===== config.mk =====
export PLATFORM = sky130hd
export DESIGN_NAME = dmbms_ctrl
export DESIGN_NICKNAME = d
export VERILOG_FILES = /design/src/rtl/dmbms_pkg.sv /design/src/rtl/dmbms_ctrl.sv
export SDC_FILE = /design/constraint.sdc
export NUM_CORES = 1
export LEC_CHECK = 0
export BUFFER_PORTS_ARGS = -buffer_cell sky130_fd_sc_hd__buf_4
export CAP_MARGIN = 20
export CELL_PAD_IN_SITES_DETAIL_PLACEMENT = 1
export CELL_PAD_IN_SITES_GLOBAL_PLACEMENT = 1
export CORE_AREA = 2 2 39 41
export DETAILED_ROUTE_END_ITERATION = 10
export DIE_AREA = 0 0 41 43
export PLACE_DENSITY = 0.78
export SETUP_SLACK_MARGIN = 0.02
export SLEW_MARGIN = 20
export SYNTH_ARGS = -nofsm -noshare
export SYNTH_HDL_FRONTEND = slang
export SYNTH_SLANG_ARGS = --single-unit

===== constraint.sdc =====
create_clock -name clk_i -period 2.3 [get_ports clk_i]
set_input_delay 0.115 -clock clk_i [delete_from_list [all_inputs] [get_ports clk_i]]
set_output_delay 0.115 -clock clk_i [all_outputs]
set_load 0.01 [all_outputs]

===== src/rtl/dmbms_pkg.sv =====
package dmbms_pkg;

  // Register indexes of the configuration port
  localparam logic [2:0] REG_TARGET_WIDTH    = 3'd0;
  localparam logic [2:0] REG_TARGET_HEIGHT   = 3'd1;
  localparam logic [2:0] REG_REFRESH_WANTED  = 3'd2;
  localparam logic [2:0] REG_WANTED_RATE_NUM = 3'd3;
  localparam logic [2:0] REG_WANTED_RATE_DEN = 3'd4;

  typedef struct packed {
    logic [15:0] mode_width;
    logic [15:0] mode_height;
    logic [31:0] mode_rate_num;
    logic [31:0] mode_rate_den;
    logic        verified;
    logic        last_mode;
  } in_t;

  typedef struct packed {
    logic        found;
    logic [15:0] best_width;
    logic [15:0] best_height;
    logic [31:0] best_rate_num;
    logic [31:0] best_rate_den;
  } out_t;

  typedef struct packed {
    logic [15:0] target_width;
    logic [15:0] target_height;
    logic        refresh_wanted;
    logic [31:0] wanted_rate_num;
    logic [31:0] wanted_rate_den;
  } cfg_t;

  typedef struct packed {
    logic [15:0] w;
    logic [15:0] h;
    logic [31:0] n;
    logic [31:0] d;
  } mode_t;

  // Multiplier schedule, one product per step
  typedef enum logic [4:0] {
    ST_CWTH  = 5'd0,  ST_CAN   = 5'd1,  ST_CAD   = 5'd2,  ST_BWTH  = 5'd3,
    ST_BAN   = 5'd4,  ST_BAD   = 5'd5,  ST_CAREA = 5'd6,  ST_BAREA = 5'd7,
    ST_ASPC  = 5'd8,  ST_ASPB  = 5'd9,  ST_CNWD  = 5'd10, ST_CRN   = 5'd11,
    ST_CRD   = 5'd12, ST_BNWD  = 5'd13, ST_BRN   = 5'd14, ST_BRD   = 5'd15,
    ST_XC0   = 5'd16, ST_XC1   = 5'd17, ST_XC2   = 5'd18, ST_XC3   = 5'd19,
    ST_XB0   = 5'd20, ST_XB1   = 5'd21, ST_XB2   = 5'd22, ST_XB3   = 5'd23,
    ST_RC    = 5'd24, ST_RB    = 5'd25
  } step_e;

  typedef struct packed {
    logic  load;
    logic  calc;
    step_e step;
    logic  decide;
  } cmd_t;

  typedef struct packed {
    logic last;
    logic out_busy;
  } stat_t;

endpackage


===== src/rtl/dmbms_ctrl.sv =====
module dmbms_ctrl (
  input  logic            clk_i,
  input  logic            rst_ni,
  input  logic            in_valid_i,
  output logic            in_stall_o,
  input  dmbms_pkg::stat_t stat_i,
  output dmbms_pkg::cmd_t  cmd_o
);
  import dmbms_pkg::*;

  typedef enum logic [2:0] {
    S_IDLE   = 3'b001,
    S_CALC   = 3'b010,
    S_DECIDE = 3'b100
  } state_e;

  state_e state_q, state_d;
  step_e  step_q, step_d;

  // Sequence one request through the shared multiplier
  always_comb begin
    state_d     = state_q;
    step_d      = step_q;
    cmd_o       = '0;
    cmd_o.step  = step_q;
    in_stall_o  = 1'b1;
    case (state_q)
      S_IDLE: begin
        in_stall_o = 1'b0;
        if (in_valid_i) begin
          cmd_o.load = 1'b1;
          step_d     = ST_CWTH;
          state_d    = S_CALC;
        end
      end
      S_CALC: begin
        cmd_o.calc = 1'b1;
        if (step_q == ST_RB) begin
          state_d = S_DECIDE;
        end else begin
          step_d = step_e'(step_q + 5'd1);
        end
      end
      S_DECIDE: begin
        // a last request holds while a previous result still waits at the output
        if (!(stat_i.last && stat_i.out_busy)) begin
          cmd_o.decide = 1'b1;
          state_d      = S_IDLE;
        end
      end
      default: state_d = S_IDLE;
    endcase
  end

  always_ff @(posedge clk_i or negedge rst_ni) begin
    if (!rst_ni) begin
      state_q <= S_IDLE;
      step_q  <= ST_CWTH;
    end else begin
      state_q <= state_d;
      step_q  <= step_d;
    end
  end

endmodule


After elaboration in Yosys (flattened, before gate mapping):

Cells that the tools add are included.
Widths: inputs -> output; s select.

* register bits after elaboration: 8
* input port bits: 5
* output and inout port bits: 9
* logic and storage cells: 28

* $add $sub $neg: 1
* equality and inequality tests: 8
* muxes and demuxes: 13
* reductions and logical operators: 4

Operator list (count)
* $mux 5: 2
* $pmux 5 s2: 1
* $mux 3: 3
* $pmux 3 s3: 1
* $ne 2x2->1 const B: 4
* $mux 1: 6
* $reduce_and 3->1: 2
* $add 5x1->5 const B: 1
* $eq 5x5->1 const B: 1
* $eq 3x1->1 const B: 1
* $eq 3x2->1 const B: 1
* $eq 3x3->1 const B: 1
* $reduce_bool 2->1: 1
* $logic_and 1x1->1: 1

Logic depth before layout (Yosys ltp):

* word-level depth: 3
* depth in mapped cells: 5

Worst setup path after synthesis:

No wires, ideal clock.

* path type: reg-to-reg
* from: register step_q[0]
* to: register step_q[0]
* setup time: 132 ps
* arrival: 1116 ps
* data required time: 2168 ps
* path slack: 1052 ps
* cell stages (with the launch flop): 5
* path buffers: 0
* clock period less this slack: 1248 ps
* path through: dfrtp_1 -> ha_1 -> and4b_1 -> nand2b_4 -> mux2i_1

* longest elaborated chain between the ends: 3

RTL lines
* start, declared: line dmbms_ctrl.sv:18 `step_e step_q, step_d;`
* start signal, assigned: line dmbms_ctrl.sv:61 `step_q <= step_d;`
* $add 5x1->5 / $eq 5x5->1 (equally long branches): line dmbms_ctrl.sv:41, dmbms_ctrl.sv:38
* $mux 5 / $ne 2x2->1 (equally long branches)
* $pmux 5 s2 / $reduce_and 3->1 (equally long branches)

Several ways; a longest one is shown, not always the timed one. The select of a mux whose other input is x is not followed.
A chain may end at the register's enable or synchronous reset.

==> results_dict.tcl <==
set metrics [dict create \
    synth_common_cells "nand2_1 (9), dfrtp_1 (7), a21oi_1 (6)" \
    p_leak_nw 0.298 \
    htreeDepth 1 \
    post-route-min-period_ns 1.50 \
    fill_cells 163 \
    routed_wl_um 973 \
    drc 0 \
    endpoint_kind "output port" \
    hold_class "input pin to flop" \
    clock_path_buffers 2 \
    outcome "finished, final reports clean" \
    root_buffer "clkbuf_4" \
    antennaDiodeCount 0 \
    avgRoutedWirePerCell_um 12.2 \
    cts_sinks 8 \
    cp.buffers_inverters 2 \
    combPwrFrac_pct 41.7 \
    floorplan.rows 14 \
    dieArea_sq_um 1760 \
    power_switching_w 0.000242 \
    use_met1_pct 19.3 \
    fin_setup_tns_ns 0 \
    ys_types 22 \
    post-cts-setup-buffers 0 \
    reg2reg_from "step_q[0]$_DFFE_PN0P_" \
    dr.pass1.iters 2 \
    cts.repair.resized 0 \
    ys_warn_count 0 \
    ios 14 \
    fin_worst_skew_ns 0.0122 \
    cp_slowest_cell "dfstp_2" \
    hold_path_startpoint "stat_i[0]" \
    final_antenna_net_count 0 \
    grt_pass1_vias 347 \
    stdcell_area_sq_um 617 \
    setup_viol 0 \
    post-synth-top-area-cell "dfrtp_1" \
    crit_fanout 7 \
    antenna_found_initial 0 \
    grt_first_pass_wirelength_um 1570 \
    met2_usage_pct 17.2 \
    vias 410 \
    cts_tree "done" \
    die_w_um 41 \
    critPathTopFamily "flip-flops" \
    dpl-instance-area_sq_um 581 \
    layout.cells.non_filler 80 \
    initial_utilization_pct 33.7 \
    ys_ff_latch 8 \
    start_kind "flop" \
    holdBufCountCts 1 \
    rsz0062_at_grt "no" \
    netlist.area_leader.share_pct 37.5 \
    synth_edf_count 0 \
    path_cells "nand4bb_1 > inv_1 > buf_4" \
    syn_inst 47 \
    hold_violations 0 \
    gp_congestion 0.692 \
    crit_path_start "state_q[0]$_DFFE_PN1P_" \
    synth_most_common_cell "nand2_1" \
    numCtsBuffers 3 \
    async_reset_ff_share_pct 100 \
    maxCapViolCount 0 \
    die_h_um 43 \
    swShare_pct 37.4 \
    arrival_ns 1.39 \
    synth_nets 54 \
    post-route-period-util_pct 65.2 \
    whs_ns 0.166 \
    place_inst 75 \
    gr-total-overflow 0 \
    ir_drop_mv 0.478 \
    track_usage_pct 13.0 \
    via_per_inst 5.13 \
    crit_required_ns 2.18 \
    port_buffers 13 \
    coreArea_sq_um 1380 \
    worst_pin_slew_ns 0.378 \
    final_nets 72 \
    critical_path_class "flop to output port" \
    path_clk_slew_ns 0.05 \
    clock.fmax_mhz 666 \
    pwr-share-seq_pct 40.2 \
    p_int_w 0.000404 \
    synthFlopType "dfrtp_1" \
    max_stage_delay_ns 0.60 \
    drt_iter0_markers 7 \
    syn_avg_cell_area_sq_um 9.93 \
    clk_latency_ns 0.26 \
    max_slew_margin_pct 74.8 \
    maxSlewViolCount 0 \
    yosysSeqAreaShare_pct 43.2 \
    busiest_layer "met1" \
    drive_above_1_share_pct 31.3 \
    grt_start_max_net_pins 9 \
    power_density_nw_per_um2 1050 \
    grtUsageMet3_pct 3.14 \
    syn_to_final_growth_pct 32.2 \
    synth_area_sq_um 467 \
    synth.top_cells.by_area "dfrtp_1 (38%), nand2_1 (7.2%), a21oi_1 (6.4%)" \
    p_clk_share_pct 18.1 \
]
==> per-layer routing <==
| metal | wire, um | up-vias |
|---|---|---|
| met2 | 468 | 8 |
| met5 | 0 | - |
| met4 | 14 | 0 |
| li1 | - | 201 |
| met3 | 31 | 2 |
| met1 | 458 | 199 |
==> area by class of cell <==
cell class              count  area [sq um]  area share [%]
repair buffers             14           108            17.4
flip-flops and latches      8           201            32.7
inverters                   2          7.51            1.22
multi-input cells          36           254            41.2
clock buffers               4          26.3            4.26
well taps                  16          20.0            3.25
==> worst paths after layout <==
check	to	slack (ns)	cells past startpoint
min	state_q[2]$_DFFE_PN0P_	0.17	3
max in group asynchronous	state_q[0]$_DFFE_PN1P_	1.86	2
max	cmd_o[7]	0.80	3
min in group asynchronous	step_q[3]$_DFFE_PN0P_	0.21	2
min reg2reg	state_q[2]$_DFFE_PN0P_	0.55	1
max reg2reg	step_q[1]$_DFFE_PN0P_	1.01	4
==> flip-flops by register name, summed over array words and instances (netlist names) <==
| name | cells |
|---|---|
| step_q | 5 |
| state_q | 3 |
==> cells in the final DEF (no fill, tap or decap) <==
master         count
nand2_1            9
nor3b_4            1
dlygate4sd3_1      1
o2bb2ai_1          1
nand2b_1           1
buf_4             13
clkbuf_4           3
a21oi_1            6
nand2b_4           1
mux2_2             1
nand3b_1           1
nand4b_1           1
nand3_1            2
a21boi_0           1
clkbuf_1           1
inv_1              2
ha_1               2
o22a_1             1
mux2i_1            2
and4b_1            1
dfrtp_1            7
nand4bb_1          1
dfstp_2            1
nor2_1             2
o21a_1             2
==> cells by family after synthesis <==
logic type,share of synthesized area [%]
simple gates,27.3
compound gates,15.0
flops,43.2
buf+inv,2.41
mux,6.70
fa+ha+maj,5.36
==> worst min-delay path: cells and delay by family <==
family                 cells  cell delay (ns)
buffers and inverters      1             0.12
and+or+nand+nor            1             0.08
AOI/OAI and AO/OA          1             0.06
==> power groups by stage <==
stage | Combinational [W] | Clock (W) | Sequential [W]
floorplan | 0.000157 | 0 | 0.000260
global placement | 0.000270 | 0 | 0.000260
detailed placement | 0.000271 | 0 | 0.000262
CTS | 0.000274 | 0.000125 | 0.000260
global route | 0.000298 | 0.000131 | 0.000270
finish | 0.000269 | 0.000117 | 0.000260
==> metrics by stage <==
step / total power [W] / setup WS [ns] / util (%)
4_1_cts: 0.000659 / 0.760 / 44.6
6_report: 0.000646 / 0.799 / 44.6
3_5_place_dp: 0.000533 / 0.980 / 42.0
5_1_grt: 0.000699 / 0.682 / 44.6
3_3_place_gp: 0.000529 / 1.02 / 42.0
2_1_floorplan: 0.000417 / 1.05 / -
Power figures use the tool's default switching activity.
